`config.mk`:
```
export PLATFORM = sky130hd
export DESIGN_NAME = chained_hash_set
export DESIGN_NICKNAME = d
export VERILOG_FILES = /design/src/rtl/core/chs_pkg.sv /design/src/rtl/core/chs_ctrl.sv /design/src/rtl/core/chs_dp.sv /design/src/rtl/core/chained_hash_set.sv
export SDC_FILE = /design/constraint.sdc
export NUM_CORES = 1
export LEC_CHECK = 0
export ABC_AREA = 1
export BUFFER_PORTS_ARGS = -buffer_cell sky130_fd_sc_hd__buf_4
export CAP_MARGIN = 10
export CORE_ASPECT_RATIO = 1.1
export CORE_MARGIN = 5
export CORE_UTILIZATION = 30
export DETAILED_ROUTE_END_ITERATION = 6
export PLACE_DENSITY = 0.54
export SYNTH_ARGS = -nofsm -noshare
export SYNTH_HDL_FRONTEND = slang
export SYNTH_SLANG_ARGS = --single-unit
```
`constraint.sdc`:
```
create_clock -name clk -period 4.4 [get_ports clk]
set_input_delay 0.88 -clock clk [delete_from_list [all_inputs] [get_ports clk]]
set_output_delay 0.88 -clock clk [all_outputs]
set_load 0.005 [all_outputs]
```
`src/rtl/core/chs_pkg.sv`:
```
// Package for the chained hash set: shared types, codes and constants.
// No dependencies; every other file in rtl/core imports it.
`timescale 1ns / 1ps

package chs_pkg;

  // Default geometry handed down from the top-level parameters.
  localparam int DEF_NUM_BUCKETS  = 8;
  localparam int DEF_BUCKET_DEPTH = 4;

  // Key width is fixed by the request field.
  localparam int KEY_WIDTH = 31;

  // Configuration register.
  localparam int              CFG_W              = 4;
  localparam logic [CFG_W-1:0] BUCKET_COUNT_RESET = 4'd7;

  // Width of the reported bucket number.
  localparam int IDX_OUT_W = 3;

  // Division step counter.
  localparam int DIV_CW = $clog2(KEY_WIDTH);

  // Operation codes; code 3 is unused and leaves the store untouched.
  localparam logic [1:0] FUNC_INSERT = 2'd0;
  localparam logic [1:0] FUNC_FIND   = 2'd1;
  localparam logic [1:0] FUNC_ERASE  = 2'd2;

  typedef struct packed {
    logic [1:0]           func;
    logic [KEY_WIDTH-1:0] item_key;
  } req_t;

  typedef struct packed {
    logic                 present;
    logic                 bucket_full;
    logic [IDX_OUT_W-1:0] bucket_index;
  } rsp_t;

  typedef enum logic [1:0] {
    ST_IDLE,
    ST_DIV,
    ST_SCAN,
    ST_COMMIT
  } ctrl_state_t;

  // Commands from the controller to the datapath.
  typedef struct packed {
    logic load;
    logic div_step;
    logic scan_step;
    logic commit;
  } cmd_t;

  // Status from the datapath to the controller.
  typedef struct packed {
    logic div_last;
    logic scan_last;
    logic out_free;
  } stat_t;

endpackage

```
`src/rtl/core/chs_ctrl.sv`:
```
// Controller of the chained hash set: sequences divide, bucket scan and commit.
// Depends on chs_pkg for the state, command and status types.
`timescale 1ns / 1ps

module chs_ctrl (
  input  logic          clk,
  input  logic          rst,
  input  logic          in_valid,
  output logic          in_ready,
  input  chs_pkg::stat_t stat,
  output chs_pkg::cmd_t  cmd
);
  import chs_pkg::*;

  ctrl_state_t state;
  ctrl_state_t state_next;

  always_ff @(posedge clk) begin
    if (rst) begin
      state <= ST_IDLE;
    end else begin
      state <= state_next;
    end
  end

  always_comb begin
    state_next = state;
    cmd        = '0;
    in_ready   = 1'b0;
    unique case (state)
      ST_IDLE: begin
        in_ready = 1'b1;
        if (in_valid) begin
          cmd.load   = 1'b1;
          state_next = ST_DIV;
        end
      end
      ST_DIV: begin
        cmd.div_step = 1'b1;
        if (stat.div_last) begin
          state_next = ST_SCAN;
        end
      end
      ST_SCAN: begin
        cmd.scan_step = 1'b1;
        if (stat.scan_last) begin
          state_next = ST_COMMIT;
        end
      end
      ST_COMMIT: begin
        // The result register must be free before the store is updated.
        if (stat.out_free) begin
          cmd.commit = 1'b1;
          state_next = ST_IDLE;
        end
      end
      default: begin
        state_next = ST_IDLE;
      end
    endcase
  end

endmodule

```
`src/rtl/core/chs_dp.sv`:
```
// Datapath of the chained hash set: divider, slot key memory, valid bits,
// scan trackers and result register. Depends on chs_pkg.
`timescale 1ns / 1ps

module chs_dp #(
  parameter int NUM_BUCKETS  = chs_pkg::DEF_NUM_BUCKETS,
  parameter int BUCKET_DEPTH = chs_pkg::DEF_BUCKET_DEPTH
) (
  input  logic                     clk,
  input  logic                     rst,
  input  logic                     cfg_we,
  input  logic [chs_pkg::CFG_W-1:0] cfg_data,
  input  chs_pkg::req_t            in_data,
  output chs_pkg::rsp_t            out_data,
  output logic                     out_valid,
  input  logic                     out_ready,
  input  chs_pkg::cmd_t            cmd,
  output chs_pkg::stat_t           stat
);
  import chs_pkg::*;

  localparam int TOTAL   = NUM_BUCKETS * BUCKET_DEPTH;
  localparam int SLOT_AW = (TOTAL > 1) ? $clog2(TOTAL) : 1;
  localparam int IDXW    = (BUCKET_DEPTH > 1) ? $clog2(BUCKET_DEPTH) : 1;
  localparam int CNTW    = $clog2(BUCKET_DEPTH + 1);

  // Configuration and latched request.
  logic [CFG_W-1:0]     bucket_count;
  logic [CFG_W-1:0]     divisor;
  logic [CFG_W-1:0]     div_eff;
  logic [1:0]           func;
  logic [KEY_WIDTH-1:0] key;

  // Divider.
  logic [KEY_WIDTH-1:0] key_sh;
  logic [CFG_W-1:0]     rem;
  logic [DIV_CW-1:0]    div_cnt;
  logic [CFG_W:0]       trial;

  // Scan.
  logic [CNTW-1:0]      scan_cnt;
  logic                 rd_pend;
  logic [IDXW-1:0]      rd_idx;
  logic [KEY_WIDTH-1:0] rd_data;
  logic                 free_found;
  logic [IDXW-1:0]      free_idx;
  logic                 match_found;
  logic [IDXW-1:0]      match_idx;
  logic [SLOT_AW-1:0]   slot_base;
  logic [SLOT_AW-1:0]   rd_addr;
  logic [SLOT_AW-1:0]   cmp_addr;
  logic                 cmp_valid;

  // Store.
  logic [KEY_WIDTH-1:0] slot_key [TOTAL];
  logic [TOTAL-1:0]     slot_valid;
  logic                 mem_we;

  always_comb begin
    div_eff = bucket_count;
    if (bucket_count == '0) begin
      div_eff = CFG_W'(1);
    end else if (32'(bucket_count) > NUM_BUCKETS) begin
      div_eff = CFG_W'(NUM_BUCKETS);
    end
  end

  always_ff @(posedge clk) begin
    if (rst) begin
      bucket_count <= BUCKET_COUNT_RESET;
    end else if (cfg_we) begin
      bucket_count <= cfg_data;
    end
  end

  // Restoring division, one key bit per cycle, MSB first.
  assign trial = {rem, key_sh[KEY_WIDTH-1]};

  always_ff @(posedge clk) begin
    if (cmd.load) begin
      func    <= in_data.func;
      key     <= in_data.item_key;
      key_sh  <= in_data.item_key;
      divisor <= div_eff;
      rem     <= '0;
      div_cnt <= '0;
    end else if (cmd.div_step) begin
      key_sh  <= key_sh << 1;
      div_cnt <= div_cnt + DIV_CW'(1);
      if (trial >= {1'b0, divisor}) begin
        rem <= CFG_W'(trial - {1'b0, divisor});
      end else begin
        rem <= trial[CFG_W-1:0];
      end
    end
  end

  assign slot_base = SLOT_AW'(32'(rem) * BUCKET_DEPTH);
  assign rd_addr   = slot_base + SLOT_AW'(scan_cnt[IDXW-1:0]);
  assign cmp_addr  = slot_base + SLOT_AW'(rd_idx);
  assign cmp_valid = slot_valid[cmp_addr];

  always_ff @(posedge clk) begin
    if (rst) begin
      rd_pend     <= 1'b0;
      scan_cnt    <= '0;
      free_found  <= 1'b0;
      match_found <= 1'b0;
    end else if (cmd.load) begin
      rd_pend     <= 1'b0;
      scan_cnt    <= '0;
      free_found  <= 1'b0;
      match_found <= 1'b0;
    end else if (cmd.scan_step) begin
      rd_pend <= (scan_cnt < CNTW'(BUCKET_DEPTH));
      if (scan_cnt < CNTW'(BUCKET_DEPTH)) begin
        scan_cnt <= scan_cnt + CNTW'(1);
      end
      if (rd_pend) begin
        if (!cmp_valid && !free_found) begin
          free_found <= 1'b1;
        end
        if (cmp_valid && rd_data == key && !match_found) begin
          match_found <= 1'b1;
        end
      end
    end
  end

  always_ff @(posedge clk) begin
    if (cmd.scan_step) begin
      rd_idx <= scan_cnt[IDXW-1:0];
      if (rd_pend) begin
        if (!cmp_valid && !free_found) begin
          free_idx <= rd_idx;
        end
        if (cmp_valid && rd_data == key && !match_found) begin
          match_idx <= rd_idx;
        end
      end
    end
  end

  // Slot key memory: one write port, one registered read port.
  assign mem_we = cmd.commit && func == FUNC_INSERT && free_found;

  always_ff @(posedge clk) begin
    if (mem_we) begin
      slot_key[slot_base + SLOT_AW'(free_idx)] <= key;
    end
    rd_data <= slot_key[rd_addr];
  end

  always_ff @(posedge clk) begin
    if (rst) begin
      slot_valid <= '0;
    end else if (cmd.commit) begin
      if (func == FUNC_INSERT && free_found) begin
        slot_valid[slot_base + SLOT_AW'(free_idx)] <= 1'b1;
      end else if (func == FUNC_ERASE && match_found) begin
        slot_valid[slot_base + SLOT_AW'(match_idx)] <= 1'b0;
      end
    end
  end

  // Result register.
  always_ff @(posedge clk) begin
    if (rst) begin
      out_valid <= 1'b0;
    end else if (cmd.commit) begin
      out_valid <= 1'b1;
    end else if (out_ready) begin
      out_valid <= 1'b0;
    end
  end

  always_ff @(posedge clk) begin
    if (cmd.commit) begin
      out_data.present      <= (func == FUNC_FIND || func == FUNC_ERASE) && match_found;
      out_data.bucket_full  <= (func == FUNC_INSERT) && !free_found;
      out_data.bucket_index <= rem[IDX_OUT_W-1:0];
    end
  end

  assign stat.div_last  = (div_cnt == DIV_CW'(KEY_WIDTH - 1));
  assign stat.scan_last = (scan_cnt == CNTW'(BUCKET_DEPTH));
  assign stat.out_free  = !out_valid || out_ready;

endmodule

```
`src/rtl/core/chained_hash_set.sv`:
```
// Chained hash set top level over chs_pkg, chs_ctrl and chs_dp: keys bucketed by key modulo
// bucket_count, with 0 taken as 1 and values above NUM_BUCKETS as NUM_BUCKETS. Between one
// accept and the next a request passes through the bit-serial modulo, the bucket scan through
// the single read port of the slot key memory, the commit, and a return to idle for the accept.
// The commit loads the result register and waits while the previous result is unaccepted.
// Reset clears all valid bits, bucket_count = 7.
`timescale 1ns / 1ps

module chained_hash_set #(
  parameter int NUM_BUCKETS  = chs_pkg::DEF_NUM_BUCKETS,
  parameter int BUCKET_DEPTH = chs_pkg::DEF_BUCKET_DEPTH
) (
  input  logic                     clk,
  input  logic                     rst,
  // Configuration: bucket_count, written whenever cfg_we is high.
  input  logic                     cfg_we,
  input  logic [chs_pkg::CFG_W-1:0] cfg_data,
  // Request channel.
  input  logic                     in_valid,
  output logic                     in_ready,
  input  chs_pkg::req_t            in_data,
  // Result channel.
  output logic                     out_valid,
  input  logic                     out_ready,
  output chs_pkg::rsp_t            out_data
);
  import chs_pkg::*;

  // The controller walks each request through three phases: the restoring
  // divider produces the bucket number, the scan reads every slot of the
  // bucket while tracking the lowest free slot and the lowest matching slot,
  // and the commit updates the store and loads the result register.
  // The result register decouples the two sides: a new request is taken as
  // soon as the commit is done, even if the previous result is still waiting.
  cmd_t  cmd;
  stat_t stat;

  chs_ctrl u_ctrl (
    .clk      (clk),
    .rst      (rst),
    .in_valid (in_valid),
    .in_ready (in_ready),
    .stat     (stat),
    .cmd      (cmd)
  );

  // The datapath holds the configuration register, the divider, the slot key
  // memory with its valid bits and the result register.
  chs_dp #(
    .NUM_BUCKETS  (NUM_BUCKETS),
    .BUCKET_DEPTH (BUCKET_DEPTH)
  ) u_dp (
    .clk       (clk),
    .rst       (rst),
    .cfg_we    (cfg_we),
    .cfg_data  (cfg_data),
    .in_data   (in_data),
    .out_data  (out_data),
    .out_valid (out_valid),
    .out_ready (out_ready),
    .cmd       (cmd),
    .stat      (stat)
  );

endmodule
```
Word-level counts from Yosys, hierarchy flattened:

Memories as Yosys holds them, arrays and structs flattened. A register that Yosys moved wholly into a read port is not among the register bits.
Cells that the tools add are included.

* register bits after elaboration: 133
* bits in latches: 0
* bits in writable memories: 992
* bits in read-only memories: 0
* input bits: 42
* output and inout port bits: 7
* memories: 1

* add/sub/neg operators: 7
* multiply operators: 0
* divide/modulo/power cells: 0
* $lt $le $gt $ge: 8
* equality and inequality tests: 12
* shift operators: 0
* mux-type cells: 28
* bitwise gates (word level): 3
* reductions and logical operators: 30

Memory list
* u_dp.slot_key: depth 32, width 31, rd ports 1, clocked after memory_dff 1, wr ports 1, RTL line chs_dp.sv:55 `logic [KEY_WIDTH-1:0] slot_key [TOTAL];`

Operator list (number)
* 32-bit two-way mux: 2
* 31-bit two-way mux: 2
* 32-bit bitwise AND: 1
* 32-bit NOT: 1
* 32-bit OR: 1
* 31-bit == test: 1
* 5-bit by 2-bit adder with 5-bit output: 4
* 5-bit by 6-bit < comparator with 1-bit output (second input constant): 3
* 1-bit two-way mux: 14
* 1-bit logical AND: 11
* 1-bit demux with 5-bit select: 2
* 5-bit by 1-bit >= comparator with 1-bit output (second input constant): 2
* 2-bit two-way mux: 4
* 4-bit two-way mux: 2
* 2-bit != test (second input constant): 4
* 2-bit one-hot mux with 4 select lines: 1
* 2-bit == test (second input constant): 3
* 3-bit AND reduction: 2
* 2-bit nonzero test: 3
* 5-bit by 1-bit adder with 5-bit output (second input constant): 1
* 1-bit binary-select mux with 5-bit select: 1
* 5-bit == test (second input constant): 1
* 5-bit by 4-bit >= comparator with 1-bit output: 1
* 2-bit by 1-bit == test with 1-bit output (second input constant): 2
* 12 further kinds: 19

Depth between registers and ports, before layout:

* word-level depth: 9
* depth in mapped cells: 11
* mapped depth without buffers: 11

Cells and area by module:

A second synthesis with hierarchy kept.

* cell total of the unflattened synthesis: 3706
* area total of the unflattened synthesis: 45508.6 um^2

By module, submodules not included
* chs_dp: times used 1, cells an instance 3672, area each 45298.4 um^2, sequential area each 33822.4 um^2
* chs_ctrl: times used 1, cells an instance 34, area each 210.2 um^2, sequential area each 40.0 um^2

Worst setup path after synthesis:

Ideal clock, no wire load.

* kind: input-to-reg
* start: in out_ready
* end: mem u_dp.slot_key[16][0], enable pin
* library setup time: 0.458 ns
* arrival: 3.686 ns
* required time: 3.942 ns
* path slack: 0.256 ns
* cell stages on the path: 7
* buffers on the path: 1
* cell sequence: inv_1 nand2_1 nand2_1 inv_1 nand2_1 buf_1 nor3_1

RTL lines
* start: declaration: RTL line chained_hash_set.sv:24 `input logic out_ready,`
* end: declaration: RTL line chs_dp.sv:55

Worst setup path in the final report:

* start: reg u_dp.free_idx[0]
* end: mem u_dp.slot_key[26][1], enable pin

* longest elaborated chain between the ends: 1

RTL lines
* start: declaration: RTL line chs_dp.sv:46 `logic [IDXW-1:0] free_idx;`
* start signal: assignment: RTL line chs_dp.sv:135 `free_idx <= rd_idx;`
* 5-bit by 2-bit adder with 5-bit output: RTL line chs_dp.sv:149 `slot_key[slot_base + SLOT_AW'(free_idx)] <= key;`

No other way between the ends.

==> results.cfg <==
[floorplan]
die_w_um = 381
core_um2 = 150000
start_util_pct = 30.2
design.die.area_um2 = 159000
rows = 149
ios = 49
die_h_um = 418

[worst_setup_path]
crit_path_start_kind = register
end_kind = register
cp_data_required_time_ns = 4.74
cp_max_fo = 31
rr_startpoint = u_dp.free_idx[0]$_DFFE_PP_
cp.arrival_ns = 3.19
crit_path_start = u_dp.free_idx[0]$_DFFE_PP_
crit_type = reg2reg

[drt]
drt_wl_total_um = 132000
drt_pass1_iterations = 5
drtIter0Drc = 2755
drcViolationCount = 0
viasPerCell = 5.05
vias = 29342
postRouteAntennaNets = 0
wl_per_cell_um = 22.8

[clock_network]
path_clk_slew_ns = 0.06
clk_latency_ns = 0.73
cts_root_buf = clkbuf_16
cts_tree = built
postCtsSetupBuffers = 0
cts_sinks = 1156
cts_hold_buf = 0
numCtsBuffers = 112
h-tree-depth = 3
clock_path_buffers = 3
ctsResizeCount = 0

[power]
switching_share_pct = 30.6
p_seq_share_pct = 45.9
intPower_mw = 20.3
p_total_mw = 29.3
power_switching_mw = 8.96
comb_power_share_pct = 19.7
power.density_nw_per_um2 = 558
vdd_drop_max_v = 0.000410
leakage_nw = 17.5
clkPwrFrac_pct = 34.4

[run]
cap_violations = 0

[min_path]
min_from = in_data[2]
hp-class = in2reg

[timing]
finalCritPeriodShare_pct = 64.9
setup_violations = 0
fin_crit_ns = 2.85
finalSetupTns_ns = 0
slew-limit-headroom_pct = 38.1
grt_setup_unrepaired = no
hold_viol = 0
tightest_slew_ns = 0.928
fmax_ghz = 0.350
slew_violations = 0
clock_skew_ns = 0.0378

[grt]
grt_max_degree = 137
grt_overflow_total = 0
grt_usage_pct = 16.0
first_global_vias = 28059
grt_pass1_wl_um = 192000
antenna_found_initial = 2

[place]
portBuffers = 48
gp_congestion = 0.817
hpwl_um = 79000

[yosys]
syn-num-nets = 3744
yosys-top-cells-area = edfxtp_1 (71%), o21ai_0 (5.6%), nor2_1 (4.9%)
synthDistinctLibCells = 28
seq_area_frac_synth_pct = 74.6
yosysTopAreaCellShare_pct = 70.9
netlist_area_um2 = 45400
netlist_instances = 3687
avgSynthCellArea_um2 = 12.3
ys_warn_count = 0
yosys.area.top_type = edfxtp_1
synth-seq-cells = 1156

[status]
status = complete, no violations

[finish]
insertedDiodeCount = 0
fin_nets = 3807
syn_to_final_growth_pct = 15.6
layout_commonest_cell = edfxtp_1
drive_above_1_share_pct = 10.4
final_cell_mix = edfxtp_1 (1071), nor2_1 (591), o21ai_0 (510), nand2_1 (501), o22ai_1 (247)
==> cells by family after synthesis <==
logic type | share of synthesized area (%)
AND/OR/NAND/NOR | 11.7
flip-flops | 74.6
AO/OA/AOI/OAI | 10.1
buffers and inverters | 3.10
adder cells (fa/ha/maj) | 0.430
XOR/XNOR | 0.0386
==> power by group through the flow <==
stage / combinational [mW] / clock (mW) / sequential, mW
after global routing: 6.34 / 10.7 / 13.5
final: 5.78 / 10.1 / 13.4
after floorplan: 3.23 / 0 / 13.7
after global placement: 5.80 / 0 / 13.7
after CTS: 5.85 / 10.2 / 13.4
after detailed placement: 5.84 / 0 / 13.7
==> final timing paths <==
kind | endpoint | slack [ns] | cells after the start
setup reg to reg | u_dp.slot_key[26][1]$_DFFE_PP_ | 1.55 | 4
hold / removal | u_dp.key[2]$_DFFE_PP_ | 0.33 | 1
setup / recovery | u_dp.slot_key[26][1]$_DFFE_PP_ | 1.55 | 4
hold reg to reg | u_dp.div_cnt[4]$_SDFFE_PP0P_ | 0.46 | 1
==> layer usage <==
layer | GRT usage [%] | share of wire, %
met4 | 5.81 | 3.4
met2 | 28.2 | 50
met1 | 20.4 | 41
met5 | 0 | 0
met3 | 1.89 | 5.0
==> cells in the mapped netlist <==
library cell  instances
a211oi_1              1
a21o_1                1
a21oi_1              63
a21oi_2               1
a31oi_1              18
buf_1                13
buf_2                45
buf_4                 1
clkbuf_1            166
clkinv_1              2
dfxtp_1              85
edfxtp_1           1071
fa_1                  1
ha_1                 14
inv_1               126
inv_2                 6
nand2_1             502
nand3_1              50
nand4_1              62
nor2_1              591
nor3_1               74
o2111ai_1             1
o211ai_1              3
o21ai_0             510
o21ai_1               1
o22ai_1             247
or2_1                30
xor2_1                2
==> flip-flops by register name, indices dropped and copies added (netlist names), 4 cells and up <==
register and cells:
u_dp.bucket_count 4, u_dp.div_cnt 5, u_dp.divisor 4, u_dp.key 31, u_dp.key_sh 31, u_dp.out_data 5
u_dp.rd_data 31, u_dp.rem 4, u_dp.slot_key 992, u_dp.slot_valid 32
==> critical path, stage by stage, from the launching register on <==
cell      delay (ns)
edfxtp_1        0.42
nor2_1          0.64
inv_1           0.54
nor3_2          0.27
buf_4           0.56
==> stage by stage <==
step	std cells	instance area [µm²]	setup slack (ns)	util [%]	hold slack [ns]
after detailed placement	5599	48600	1.41	32.4	0.445
after global placement	5599	48600	1.39	32.4	0.436
after global routing	5811	52500	1.35	35.0	0.303
after floorplan	3687	45400	0.256	-	0.424
final	5811	52500	1.55	35.0	0.334
after CTS	5811	52500	1.50	35.0	0.275
==> layout make-up <==
cell class                 instances  area [µm²]
clock buffer                     131        2950
clock inverter                    81         907
fill                           14464       97600
inverter                         134         517
multi-input combinational       2172       10300
sequential                      1156       33900
tap                             1963        2460
timing repair buffer             174        1460
Power figures use the tool's default switching activity.
